<file path="src/rtl/core/rtlock_pkg.sv">
// Shared types and codes for the recursive ticket lock.
// Used by the channel interfaces, the controller, the datapath and the checker.
`timescale 1ns / 1ps

package rtlock_pkg;

  localparam int OPCODE_W     = 3;
  localparam int CPU_ID_W     = 3;
  localparam int COUNT_W      = 8;
  localparam int REP_DEPTH_W  = 16;
  localparam int TICKET_OUT_W = 32;
  localparam int STATUS_W     = 2;

  typedef logic [OPCODE_W-1:0]     opcode_t;
  typedef logic [CPU_ID_W-1:0]     cpu_id_t;
  typedef logic [COUNT_W-1:0]      count_t;
  typedef logic [REP_DEPTH_W-1:0]  rep_depth_t;
  typedef logic [TICKET_OUT_W-1:0] ticket_out_t;
  typedef logic [STATUS_W-1:0]     status_t;

  localparam opcode_t OP_ACQUIRE         = 3'd0;
  localparam opcode_t OP_RELEASE         = 3'd1;
  localparam opcode_t OP_RELEASE_ALL     = 3'd2;
  localparam opcode_t OP_RELEASE_BUT_ONE = 3'd3;
  localparam opcode_t OP_QUERY           = 3'd4;

  localparam status_t ST_OK       = 2'd0;
  localparam status_t ST_NOT_HELD = 2'd1;
  localparam status_t ST_OVERFLOW = 2'd2;

  // controller -> datapath commands
  typedef struct packed {
    logic capture;  // latch the request and start the entry read
    logic exec;     // update the entry and counters, load the result register
  } dp_cmd_t;

endpackage

</file>
<file path="src/rtl/core/rtlock_if.sv">
// Valid/ready channel interfaces for lock requests and lock results.
// Depends on rtlock_pkg for the field types.
`timescale 1ns / 1ps

interface rtlock_req_if;
  import rtlock_pkg::*;

  logic    valid;
  logic    ready;
  opcode_t opcode;
  cpu_id_t cpu_id;
  count_t  acquire_count;

  modport source (output valid, output opcode, output cpu_id, output acquire_count,
                  input ready);
  modport sink   (input valid, input opcode, input cpu_id, input acquire_count,
                  output ready);
endinterface

interface rtlock_rsp_if;
  import rtlock_pkg::*;

  logic        valid;
  logic        ready;
  logic        owns_lock;
  logic        waiting;
  rep_depth_t  reported_depth;
  ticket_out_t my_ticket;
  status_t     status;

  modport source (output valid, output owns_lock, output waiting, output reported_depth,
                  output my_ticket, output status, input ready);
  modport sink   (input valid, input owns_lock, input waiting, input reported_depth,
                  input my_ticket, input status, output ready);
endinterface

</file>
<file path="src/rtl/core/recursive_ticket_lock.sv">
// Recursive ticket lock, top level: controller plus datapath.
// Depends on rtlock_pkg, rtlock_if, rtlock_ctrl and rtlock_dp.
//
// Usage:
//   in_chan carries one lock request item: opcode, cpu_id, acquire_count.
//   out_chan returns exactly one result item per request: owns_lock, waiting,
//   reported_depth, my_ticket, status. Both channels are valid/ready.
//   The request and the per-CPU entry are registered at the accept; the result
//   register loads when the update runs with the result slot free.
//   A new request is accepted only once the previous one has done its update:
//   the registered read of the per-CPU entry is followed by its read-modify-write.
//   The result sits in an output register, so the next request is accepted
//   while a result still waits; if out_chan stays stalled the update of that
//   next request waits and in_chan ready stays low until the slot frees.
//   Reset (rst_n low) is synchronous: all depths and tickets read as zero,
//   the issue counter is zero and now-serving is one.
//   Waiting CPUs poll with the query opcode until owns_lock is set.
`timescale 1ns / 1ps

module recursive_ticket_lock #(
  parameter int NUM_CPUS    = 8,
  parameter int TICKET_BITS = 32,
  parameter int DEPTH_BITS  = 16
) (
  input  logic        clk,
  input  logic        rst_n,
  rtlock_req_if.sink  in_chan,
  rtlock_rsp_if.source out_chan
);
  import rtlock_pkg::*;

  dp_cmd_t cmd;

  rtlock_ctrl u_ctrl (
    .clk       (clk),
    .rst_n     (rst_n),
    .in_valid  (in_chan.valid),
    .in_ready  (in_chan.ready),
    .out_valid (out_chan.valid),
    .out_ready (out_chan.ready),
    .cmd       (cmd)
  );

  rtlock_dp #(
    .NUM_CPUS    (NUM_CPUS),
    .TICKET_BITS (TICKET_BITS),
    .DEPTH_BITS  (DEPTH_BITS)
  ) u_dp (
    .clk                (clk),
    .rst_n              (rst_n),
    .cmd                (cmd),
    .in_opcode          (in_chan.opcode),
    .in_cpu_id          (in_chan.cpu_id),
    .in_acquire_count   (in_chan.acquire_count),
    .out_owns_lock      (out_chan.owns_lock),
    .out_waiting        (out_chan.waiting),
    .out_reported_depth (out_chan.reported_depth),
    .out_my_ticket      (out_chan.my_ticket),
    .out_status         (out_chan.status)
  );

endmodule

</file>
<file path="src/rtl/core/rtlock_ctrl.sv">
// Controller for the recursive ticket lock: sequences accept, entry update and
// result hand-off. Depends on rtlock_pkg for the command struct.
`timescale 1ns / 1ps

module rtlock_ctrl (
  input  logic               clk,
  input  logic               rst_n,
  input  logic               in_valid,
  output logic               in_ready,
  output logic               out_valid,
  input  logic               out_ready,
  output rtlock_pkg::dp_cmd_t cmd
);
  import rtlock_pkg::*;

  localparam logic S_IDLE = 1'b0;
  localparam logic S_EXEC = 1'b1;

  logic state_r, state_nxt;
  logic out_valid_r, out_valid_nxt;
  logic slot_free;

  // result register can take a new item if empty or being drained this cycle
  assign slot_free = !out_valid_r || out_ready;

  assign in_ready    = (state_r == S_IDLE);
  assign cmd.capture = in_valid && (state_r == S_IDLE);
  assign cmd.exec    = (state_r == S_EXEC) && slot_free;
  assign out_valid   = out_valid_r;

  always_comb begin
    state_nxt     = state_r;
    out_valid_nxt = out_valid_r;
    if (out_valid_r && out_ready) begin
      out_valid_nxt = 1'b0;
    end
    unique case (state_r)
      S_IDLE: begin
        if (cmd.capture) begin
          state_nxt = S_EXEC;
        end
      end
      S_EXEC: begin
        if (cmd.exec) begin
          state_nxt     = S_IDLE;
          out_valid_nxt = 1'b1;
        end
      end
      default: begin
        state_nxt = S_IDLE;
      end
    endcase
  end

  always_ff @(posedge clk) begin
    if (!rst_n) begin
      state_r     <= S_IDLE;
      out_valid_r <= 1'b0;
    end else begin
      state_r     <= state_nxt;
      out_valid_r <= out_valid_nxt;
    end
  end

endmodule

</file>
<file path="src/rtl/core/rtlock_dp.sv">
// Datapath for the recursive ticket lock: per-CPU depth and ticket store,
// issue and now-serving counters, result register. Depends on rtlock_pkg.
`timescale 1ns / 1ps

module rtlock_dp #(
  parameter int NUM_CPUS    = 8,
  parameter int TICKET_BITS = 32,
  parameter int DEPTH_BITS  = 16
) (
  input  logic                     clk,
  input  logic                     rst_n,
  input  rtlock_pkg::dp_cmd_t      cmd,
  input  rtlock_pkg::opcode_t      in_opcode,
  input  rtlock_pkg::cpu_id_t      in_cpu_id,
  input  rtlock_pkg::count_t       in_acquire_count,
  output logic                     out_owns_lock,
  output logic                     out_waiting,
  output rtlock_pkg::rep_depth_t   out_reported_depth,
  output rtlock_pkg::ticket_out_t  out_my_ticket,
  output rtlock_pkg::status_t      out_status
);
  import rtlock_pkg::*;

  localparam int IDX_W = (NUM_CPUS > 1) ? $clog2(NUM_CPUS) : 1;
  localparam int SUM_W = ((DEPTH_BITS > COUNT_W) ? DEPTH_BITS : COUNT_W) + 1;

  typedef logic [DEPTH_BITS-1:0]  depth_t;
  typedef logic [TICKET_BITS-1:0] ticket_t;

  // per-CPU store; entries without a valid bit read as zero
  depth_t              depth_mem_r  [NUM_CPUS];
  ticket_t             ticket_mem_r [NUM_CPUS];
  logic [NUM_CPUS-1:0] entry_vld_r;

  ticket_t issued_r, issued_nxt;
  ticket_t serving_r, serving_nxt;

  // captured request
  opcode_t          op_r;
  count_t           cnt_r;
  logic             cpu_ok_r;
  logic [IDX_W-1:0] idx_r;
  depth_t           rd_depth_r;
  ticket_t          rd_ticket_r;
  logic             rd_vld_r;

  // result register
  logic        owns_r, waiting_r;
  rep_depth_t  rep_r;
  ticket_out_t ticket_out_r;
  status_t     status_r;

  logic [IDX_W-1:0] in_idx;
  depth_t           cur_depth, new_depth, report;
  ticket_t          cur_ticket, new_ticket;
  logic [SUM_W-1:0] sum;
  logic             ovf, depth_zero, served;
  status_t          status_nxt;

  assign in_idx = IDX_W'(in_cpu_id);

  always_ff @(posedge clk) begin
    if (cmd.capture) begin
      op_r        <= in_opcode;
      cnt_r       <= in_acquire_count;
      cpu_ok_r    <= (32'(in_cpu_id) < NUM_CPUS);
      idx_r       <= in_idx;
      rd_depth_r  <= depth_mem_r[in_idx];
      rd_ticket_r <= ticket_mem_r[in_idx];
      rd_vld_r    <= entry_vld_r[in_idx];
    end
  end

  assign cur_depth  = rd_vld_r ? rd_depth_r  : '0;
  assign cur_ticket = rd_vld_r ? rd_ticket_r : '0;
  assign sum        = SUM_W'(cur_depth) + SUM_W'(cnt_r);
  assign ovf        = (sum >> DEPTH_BITS) != '0;
  assign depth_zero = (cur_depth == '0);

  always_comb begin
    new_depth   = cur_depth;
    new_ticket  = cur_ticket;
    issued_nxt  = issued_r;
    serving_nxt = serving_r;
    status_nxt  = ST_OK;
    report      = cur_depth;
    unique case (op_r)
      OP_ACQUIRE: begin
        if (cnt_r != '0) begin
          if (ovf) begin
            status_nxt = ST_OVERFLOW;
          end else begin
            if (depth_zero) begin
              issued_nxt = issued_r + 1'b1;
              new_ticket = issued_nxt;
            end
            new_depth = sum[DEPTH_BITS-1:0];
          end
        end
        report = new_depth;
      end
      OP_RELEASE: begin
        if (depth_zero) begin
          status_nxt = ST_NOT_HELD;
          report     = '0;
        end else begin
          new_depth = cur_depth - 1'b1;
          if (new_depth == '0) begin
            serving_nxt = serving_r + 1'b1;
          end
          report = new_depth;
        end
      end
      OP_RELEASE_ALL: begin
        if (depth_zero) begin
          status_nxt = ST_NOT_HELD;
          report     = '0;
        end else begin
          report      = cur_depth;
          new_depth   = '0;
          serving_nxt = serving_r + 1'b1;
        end
      end
      OP_RELEASE_BUT_ONE: begin
        if (depth_zero) begin
          status_nxt = ST_NOT_HELD;
          report     = '0;
        end else begin
          report    = cur_depth - 1'b1;
          new_depth = DEPTH_BITS'(1);
        end
      end
      default: begin
        // query and unused codes only report
        report = cur_depth;
      end
    endcase
  end

  assign served = (new_ticket == serving_nxt);

  // store write-back
  always_ff @(posedge clk) begin
    if (cmd.exec && cpu_ok_r) begin
      depth_mem_r[idx_r]  <= new_depth;
      ticket_mem_r[idx_r] <= new_ticket;
    end
  end

  always_ff @(posedge clk) begin
    if (!rst_n) begin
      entry_vld_r <= '0;
      issued_r    <= '0;
      serving_r   <= TICKET_BITS'(1);
    end else if (cmd.exec && cpu_ok_r) begin
      entry_vld_r[idx_r] <= 1'b1;
      issued_r           <= issued_nxt;
      serving_r          <= serving_nxt;
    end
  end

  always_ff @(posedge clk) begin
    if (cmd.exec) begin
      if (cpu_ok_r) begin
        owns_r       <= (new_depth != '0) && served;
        waiting_r    <= (new_depth != '0) && !served;
        rep_r        <= REP_DEPTH_W'(report);
        ticket_out_r <= TICKET_OUT_W'(new_ticket);
        status_r     <= status_nxt;
      end else begin
        owns_r       <= 1'b0;
        waiting_r    <= 1'b0;
        rep_r        <= '0;
        ticket_out_r <= '0;
        status_r     <= ST_OK;
      end
    end
  end

  assign out_owns_lock      = owns_r;
  assign out_waiting        = waiting_r;
  assign out_reported_depth = rep_r;
  assign out_my_ticket      = ticket_out_r;
  assign out_status         = status_r;

endmodule

</file>
<file path="src/flat_wrapper.sv">
// flat-port wrapper written by rule: the top's interface ports become plain ports
module recursive_ticket_lock_flat import rtlock_pkg::*;
#(
  parameter int NUM_CPUS    = 8,
  parameter int TICKET_BITS = 32,
  parameter int DEPTH_BITS  = 16
)
  (clk, rst_n, in_chan_valid, in_chan_opcode, in_chan_cpu_id, in_chan_acquire_count, in_chan_ready, out_chan_valid, out_chan_owns_lock, out_chan_waiting, out_chan_reported_depth, out_chan_my_ticket, out_chan_status, out_chan_ready);
  rtlock_req_if in_chan_i ();
  rtlock_rsp_if out_chan_i ();
  input  logic clk;
  input  logic rst_n;
  input wire logic [$bits(in_chan_i.valid)-1:0] in_chan_valid;
  input wire logic [$bits(in_chan_i.opcode)-1:0] in_chan_opcode;
  input wire logic [$bits(in_chan_i.cpu_id)-1:0] in_chan_cpu_id;
  input wire logic [$bits(in_chan_i.acquire_count)-1:0] in_chan_acquire_count;
  output wire logic [$bits(in_chan_i.ready)-1:0] in_chan_ready;
  output wire logic [$bits(out_chan_i.valid)-1:0] out_chan_valid;
  output wire logic [$bits(out_chan_i.owns_lock)-1:0] out_chan_owns_lock;
  output wire logic [$bits(out_chan_i.waiting)-1:0] out_chan_waiting;
  output wire logic [$bits(out_chan_i.reported_depth)-1:0] out_chan_reported_depth;
  output wire logic [$bits(out_chan_i.my_ticket)-1:0] out_chan_my_ticket;
  output wire logic [$bits(out_chan_i.status)-1:0] out_chan_status;
  input wire logic [$bits(out_chan_i.ready)-1:0] out_chan_ready;
  assign in_chan_i.valid = in_chan_valid;
  assign in_chan_i.opcode = in_chan_opcode;
  assign in_chan_i.cpu_id = in_chan_cpu_id;
  assign in_chan_i.acquire_count = in_chan_acquire_count;
  assign in_chan_ready = in_chan_i.ready;
  assign out_chan_valid = out_chan_i.valid;
  assign out_chan_owns_lock = out_chan_i.owns_lock;
  assign out_chan_waiting = out_chan_i.waiting;
  assign out_chan_reported_depth = out_chan_i.reported_depth;
  assign out_chan_my_ticket = out_chan_i.my_ticket;
  assign out_chan_status = out_chan_i.status;
  assign out_chan_i.ready = out_chan_ready;
  recursive_ticket_lock #(.NUM_CPUS(NUM_CPUS), .TICKET_BITS(TICKET_BITS), .DEPTH_BITS(DEPTH_BITS)) u_core (.clk(clk), .rst_n(rst_n), .in_chan(in_chan_i), .out_chan(out_chan_i));
endmodule
</file>
<file path="config.mk">
export PLATFORM = sky130hd
export DESIGN_NAME = recursive_ticket_lock_flat
export DESIGN_NICKNAME = d
export VERILOG_FILES = /design/src/rtl/core/rtlock_pkg.sv /design/src/rtl/core/rtlock_if.sv /design/src/rtl/core/recursive_ticket_lock.sv /design/src/rtl/core/rtlock_ctrl.sv /design/src/rtl/core/rtlock_dp.sv /design/src/flat_wrapper.sv
export SDC_FILE = /design/constraint.sdc
export NUM_CORES = 1
export LEC_CHECK = 0
export BUFFER_PORTS_ARGS = -buffer_cell sky130_fd_sc_hd__buf_2
export CAP_MARGIN = 20
export CORE_UTILIZATION = 65
export CTS_CLUSTER_SIZE = 28
export DETAILED_ROUTE_END_ITERATION = 6
export PLACE_DENSITY = 0.86
export SLEW_MARGIN = 20
export SYNTH_ARGS = -nofsm -noshare
export SYNTH_HDL_FRONTEND = slang
export SYNTH_SLANG_ARGS = --single-unit
export TNS_END_PERCENT = 1
</file>
<file path="constraint.sdc">
create_clock -name clk -period 10.6 [get_ports clk]
set_input_delay 2.12 -clock clk [delete_from_list [all_inputs] [get_ports clk]]
set_output_delay 2.12 -clock clk [all_outputs]
set_load 0.02 [all_outputs]
</file>
* Word level (Yosys, flattened, before mapping) *
Memories as Yosys holds them, arrays and structs flattened. A register that Yosys moved wholly into a read port is not among the register bits.
Index checks and enable logic that the tools add are counted.

storage, ports and cells
  bits in registers = 141
  bits in latches = 0
  bits in writable memories = 384
  memory bits (read-only) = 0
  output and inout bits = 54
  logic and storage cells = 82
  memories kept = 2

cells by class
  add/sub/neg operators = 4
  multiply operators = 0
  div/mod/pow operators = 0
  magnitude comparators = 3
  equality and inequality tests = 4
  shift-type cells = 0
  muxes and demuxes = 35
  bitwise logic cells = 3
  reduce and logical (&&, ||, !) cells = 17

memories
  memory                    words  bits a word  read ports  clocked after Yosys merged registers in  write ports  RTL line         source
  u_core.u_dp.ticket_mem_r  8      32           1           1                                        1            rtlock_dp.sv:32  ticket_t ticket_mem_r [NUM_CPUS];
  u_core.u_dp.depth_mem_r   8      16           1           1                                        1            rtlock_dp.sv:31  depth_t depth_mem_r [NUM_CPUS];

operator list
  cell                                                                number
  2-to-1 mux 32 bit                                                   8
  2-to-1 mux 16 bit                                                   8
  adder 32 x 1 -> 32 bit (second input constant)                      2
  one-hot mux 16 bit (4 select lines)                                 1
  one-hot mux 32 bit (2 select lines)                                 1
  one-hot mux 16 bit (3 select lines)                                 1
  equality test 32 bit                                                1
  zero test 16 bit                                                    2
  adder 16 x 8 -> 17 bit                                              1
  nonzero test 16 bit                                                 1
  subtractor 16 x 1 -> 16 bit (second input constant)                 1
  2-to-1 mux 1 bit                                                    10
  less-than comparator 3 x 4 -> 1 bit (second input constant)         2
  bitwise OR 8 bit                                                    1
  nonzero test 8 bit                                                  1
  equality test 3 x 2 -> 1 bit (second input constant)                2
  logical AND 1 bit                                                   6
  AND reduction 5 bit                                                 1
  2-to-1 mux 2 bit                                                    2
  one-hot mux 2 bit (2 select lines)                                  1
  binary-select mux 1 bit (select 3 bit)                              1
  demux 1 bit (select 3 bit)                                          1
  equality test 3 x 1 -> 1 bit (second input constant)                1
  greater-or-equal comparator 3 x 1 -> 1 bit (second input constant)  1
  7 further kinds                                                     9

* Longest topological paths before layout *
  word-level depth = 9
  depth in mapped cells = 22
  gate-level depth less buffers = 15

* Cells and area by module *
Synthesis repeated with hierarchy kept, for this count alone.

second synthesis, totals
  cell total of the unflattened synthesis = 1907
  area total of the unflattened synthesis = 26449.1 um^2

modules (own cells, without submodules)
  module       instances  cells an instance  area an instance (um^2)  seq. area each (um^2)
  rtlock_dp    1          1898               26346.5                  16425.8
  rtlock_ctrl  1          9                  102.6                    40.0

* Worst setup path before layout *
No wires, ideal clock.

  kind = input-to-reg
  from = input out_chan_ready
  to = memory u_core.u_dp.depth_mem_r[0][0] in the netlist's numbering, enable pin
  library setup time = 0.576 ns
  data arrival time = 7.040 ns
  required time = 10.024 ns
  path slack = 2.984 ns
  cell stages on the path = 3
  path buffers = 0
  cell sequence = nand2b_1 > nand2_1 > nor4_1

on the way
  longest elaborated chain between the ends = 4

ends and longest elaborated chain
  element                                 RTL line            source
  from (decl)                             flat_wrapper.sv:24  input wire logic [$bits(out_chan_i.ready)-1:0] out_chan_ready;
  logical OR 1 bit                        rtlock_ctrl.sv:24   assign slot_free = !out_valid_r || out_ready;
  logical AND 1 bit                       rtlock_ctrl.sv:28   assign cmd.exec = (state_r == S_EXEC) && slot_free;
  2-to-1 mux 1 bit                        rtlock_dp.sv:144    if (cmd.exec && cpu_ok_r) begin
  2-to-1 mux 1 bit (implied by the code)  rtlock_dp.sv:145    depth_mem_r[idx_r] <= new_depth;
  to (decl)                               rtlock_dp.sv:31

Every way passes these cells.

* Worst setup path in the final report *
  from = register u_core.u_dp.rd_vld_r
  to = register u_core.u_dp.waiting_r, in the netlist u_core.u_dp.out_waiting (data pin)

on the way
  longest elaborated chain between the ends = 9
  elaborated cells between the ends (all ways) = 24

ends and longest elaborated chain
  element                                                                         RTL line          source
  from (decl)                                                                     rtlock_dp.sv:45   logic rd_vld_r;
  from (signal assigned)                                                          rtlock_dp.sv:70   rd_vld_r <= entry_vld_r[in_idx];
  parallel branches: the longest is 5 deep, another holds adder 16 x 8 -> 17 bit  n/a
  2-to-1 mux 32 bit (*)                                                           rtlock_dp.sv:87   unique case (op_r)
  via u_core.u_dp.new_ticket[13]                                                  rtlock_dp.sv:55   ticket_t cur_ticket, new_ticket;
  equality test 32 bit (*)                                                        rtlock_dp.sv:140  assign served = (new_ticket == serving_nxt);
  zero test 1 bit (*)                                                             rtlock_dp.sv:166  waiting_r <= (new_depth != '0) && !served;
  logical AND 1 bit (*)                                                           rtlock_dp.sv:166
  to (signal assigned)                                                            rtlock_dp.sv:166
  to (decl)                                                                       rtlock_dp.sv:48   logic owns_r, waiting_r;

Mark *: on every way through the listed nets, which the timed path passes.
A chain may end at the register's enable or synchronous reset.

==> impl_metrics.py <==
metrics = {
    "global_routing": {
        "grt_max_degree": 75,
        "grt_pass1_vias": 16900,
        "grt_pass1_wl_um": 105000,
        "grt_antenna_before_repair": 0,
        "grt_usage_pct": 34.6,
        "grt-ovfl-total": 0,
    },
    "clock_tree": {
        "cts_buffers": 53,
        "cts_hold_buf": 0,
        "root_buffer": "clkbuf_16",
        "cts_tree": "done",
        "cts.sink_count": 573,
        "clkTransAtPathRegs_ns": 0.06,
        "cts_setup_buffers": 0,
        "post_cts_resized": 0,
        "ctsHtreeMaxLevel": 2,
        "clockBufferDepth": 3,
        "worstSkewPairLatency_ns": 0.62,
    },
    "worst_hold_path": {
        "worstHoldPathType": "reg -> reg",
    },
    "die": {
        "row_count": 73,
        "die_area_mm2": 0.0410,
        "dieHeight_um": 203,
        "core-area_mm2": 0.0397,
        "die_x_um": 203,
        "ios": 72,
        "initial_core_util_pct": 65.8,
    },
    "placed_design": {
        "placed_area_mm2": 0.0270,
        "io_buffers": 71,
        "place_congestion": 0.972,
        "hpwlAfterDp_um": 44400,
    },
    "cells_and_area": {
        "final_nets": 1927,
        "drive_gt1_share_pct": 19.5,
        "final_util_pct": 72.5,
        "num_antenna_cells": 0,
        "synthToLayoutAreaGrowth_pct": 10.2,
        "fin_area_mm2": 0.0288,
    },
    "detailed_routing": {
        "drc_errors": 0,
        "viasPerCell": 6.87,
        "firstDrtPassIters": 6,
        "wl_um": 69900,
        "wl_per_cell_um": 28.4,
        "antenna_left": 0,
        "drt_iter0_drc": 2105,
        "num_vias": 16900,
    },
    "worst_setup_path": {
        "critPathLaunch": "u_core.u_dp.rd_vld_r",
        "worstPathArrival_ns": 6.94,
        "reg2reg_slack_ns": 3.97,
        "cp_data_required_time_ns": 10.91,
        "crit_end": "u_core.u_dp.out_waiting",
        "path_class": "reg -> reg",
        "end_kind": "flip-flop",
        "r2r-start": "u_core.u_dp.rd_vld_r",
        "r2r_cells": 14,
        "startpoint_type": "flip-flop",
        "r2r_end": "u_core.u_dp.out_waiting",
        "cp_max_fo": 23,
    },
    "timing": {
        "fmax_mhz": 151,
        "maxSlewHeadroom_pct": 23.3,
        "setup_viol": 0,
        "finalHoldViolations": 0,
        "timing.final.crit_share_pct": 62.5,
        "fin_crit_ns": 6.63,
        "setup_tns_ns": 0,
        "rsz0062_at_grt": "no",
        "slew_viol_final": 0,
        "finClkSkew_ns": 0.0207,
        "fin_hold_ws_ns": 0.465,
        "max_slew.worst_pin.slew_ns": 1.14,
    },
    "logic_synthesis": {
        "synth_seq_cells": 573,
        "synth_edf_count": 499,
        "syn_inst": 1847,
        "avgSynthCellArea_um2": 14.2,
        "yosysWarnings": 0,
        "synth_top_area_share_pct": 57.3,
        "yosysUniqueCellTypes": 88,
        "syn-num-nets": 1878,
        "yosys.cell_count.top_type": "edfxtp_1",
        "seq_area_frac_synth_pct": 63.0,
        "synth_top_flop_cell": "edfxtp_1",
        "synth-async-reset-ratio_pct": 0,
        "synth.top_cells.by_count": "edfxtp_1, nand2_1, mux4_2",
        "syn_area_mm2": 0.0261,
        "synth_top_area_cell": "edfxtp_1",
        "ys_top_cells_by_area": "edfxtp_1, mux4_2, dfxtp_1, xnor2_1, mux2_2",
    },
    "pwr": {
        "peakVddDrop_mv": 0.197,
        "pwr-share-clk_pct": 38.6,
        "p_leak_nw": 9.58,
        "p_sw_share_pct": 23.5,
        "p_int_mw": 3.71,
        "seqPwrFrac_pct": 53.2,
        "power.switching_mw": 1.14,
        "power.density_mw_per_mm2": 168,
        "power_frac_comb_pct": 8.2,
    },
    "run": {
        "drv_cap": 0,
    },
    "outcome": {
        "status": "finished clean",
    },
}
-- worst min path at each step --
stage | cells past startpoint | startpoint | slack, ns | to
after floorplan | 1 | u_core.u_dp.entry_vld_r[2] | 0.44 | u_core.u_dp.entry_vld_r[2]
after global placement | 1 | u_core.u_dp.entry_vld_r[2] | 0.44 | u_core.u_dp.entry_vld_r[2]
after detailed placement | 1 | u_core.u_dp.entry_vld_r[6] | 0.45 | u_core.u_dp.entry_vld_r[6]
after CTS | 1 | u_core.u_dp.entry_vld_r[6] | 0.47 | u_core.u_dp.entry_vld_r[6]
after global routing | 1 | u_core.u_dp.entry_vld_r[6] | 0.47 | u_core.u_dp.entry_vld_r[6]
final | 1 | u_core.u_dp.entry_vld_r[5] | 0.46 | u_core.u_dp.entry_vld_r[5]
-- cell families after synthesis --
family,after synthesis,synth area share (%)
compound gates,264,7.13
xor+xnor,130,4.36
simple gates,549,11.1
mux,171,11.5
flops,573,63.0
buf+inv,144,2.21
fa+ha+maj,16,0.766
-- metal layers --
| layer | up-vias | wire (um) | global-route usage [%] |
|---|---|---|---|
| li1 | 7281 | - | - |
| met1 | 8440 | 26900 | 46.6 |
| met2 | 1016 | 33700 | 55.9 |
| met3 | 197 | 6130 | 5.65 |
| met4 | 0 | 3160 | 15.7 |
| met5 | - | 0 | 0 |
-- sequential cells by signal, summed over array words and instances (netlist names) --
register	flops
u_core.u_dp.issued_r	32
u_core.u_ctrl.state_r	1
u_core.u_dp.rd_ticket_r	32
u_core.u_dp.rd_depth_r	16
u_core.u_dp.out_waiting	1
u_core.u_dp.out_my_ticket	32
u_core.u_ctrl.out_valid	1
u_core.u_dp.serving_r	32
u_core.u_dp.rd_vld_r	1
u_core.u_dp.idx_r	3
u_core.u_dp.op_r	3
u_core.u_dp.out_status	2
u_core.u_dp.ticket_mem_r	256
u_core.u_dp.entry_vld_r	8
u_core.u_dp.cnt_r	8
u_core.u_dp.depth_mem_r	128
u_core.u_dp.out_reported_depth	16
u_core.u_dp.out_owns_lock	1
-- cells in the final DEF, fill, tap and decap left out, drive strengths merged, types with 22 or more instances in the layout --
master  count
o21ai      67
nand2     144
nor4       24
mux2       51
buf       110
xnor2      83
edfxtp    499
xor2       47
inv        29
clkbuf     68
mux4       98
a21oi      25
nand4      31
and2       62
nand3      53
dfxtp      74
nor2       87
mux2i      22
nor3       46
-- worst max-delay path, stage by stage, from the launching register on --
cell	delay (ns)
edfxtp_1	0.75
nand2_1	0.35
ha_1	0.62
clkinv_1	0.46
a211oi_2	0.87
nand2_1	0.59
o21a_1	0.36
inv_1	0.27
xnor2_1	0.12
a211oi_1	0.35
o21ai_0	0.15
a222oi_1	0.38
or4b_1	0.48
nor4_2	0.43
a21oi_1	0.13
-- metrics by stage --
step,setup WS (ns),total power [mW],std cells
floorplan,2.98,2.87,1847
global placement,4.21,3.00,2364
detailed placement,3.97,3.01,2365
CTS,3.91,4.87,2465
global route,3.67,4.97,2466
finish,3.97,4.85,2466
-- power groups by stage --
stage               clock, mW  combinational (mW)  sequential, mW
floorplan                   0               0.255            2.62
global placement            0               0.380            2.62
detailed placement          0               0.389            2.62
CTS                      1.90               0.393            2.58
global route             1.97               0.420            2.58
finish                   1.87               0.398            2.58
-- layout make-up --
type                            instances  area, um^2
Sequential cell                       573       16500
Fill cell                            2467       10900
Multi-Input combinational cell       1130        9180
Clock buffer                           68        1440
Timing Repair Buffer                  110         657
Tap cell                              525         657
Clock inverter                         32         289
Inverter                               28         105
Power figures use the tool's default switching activity.
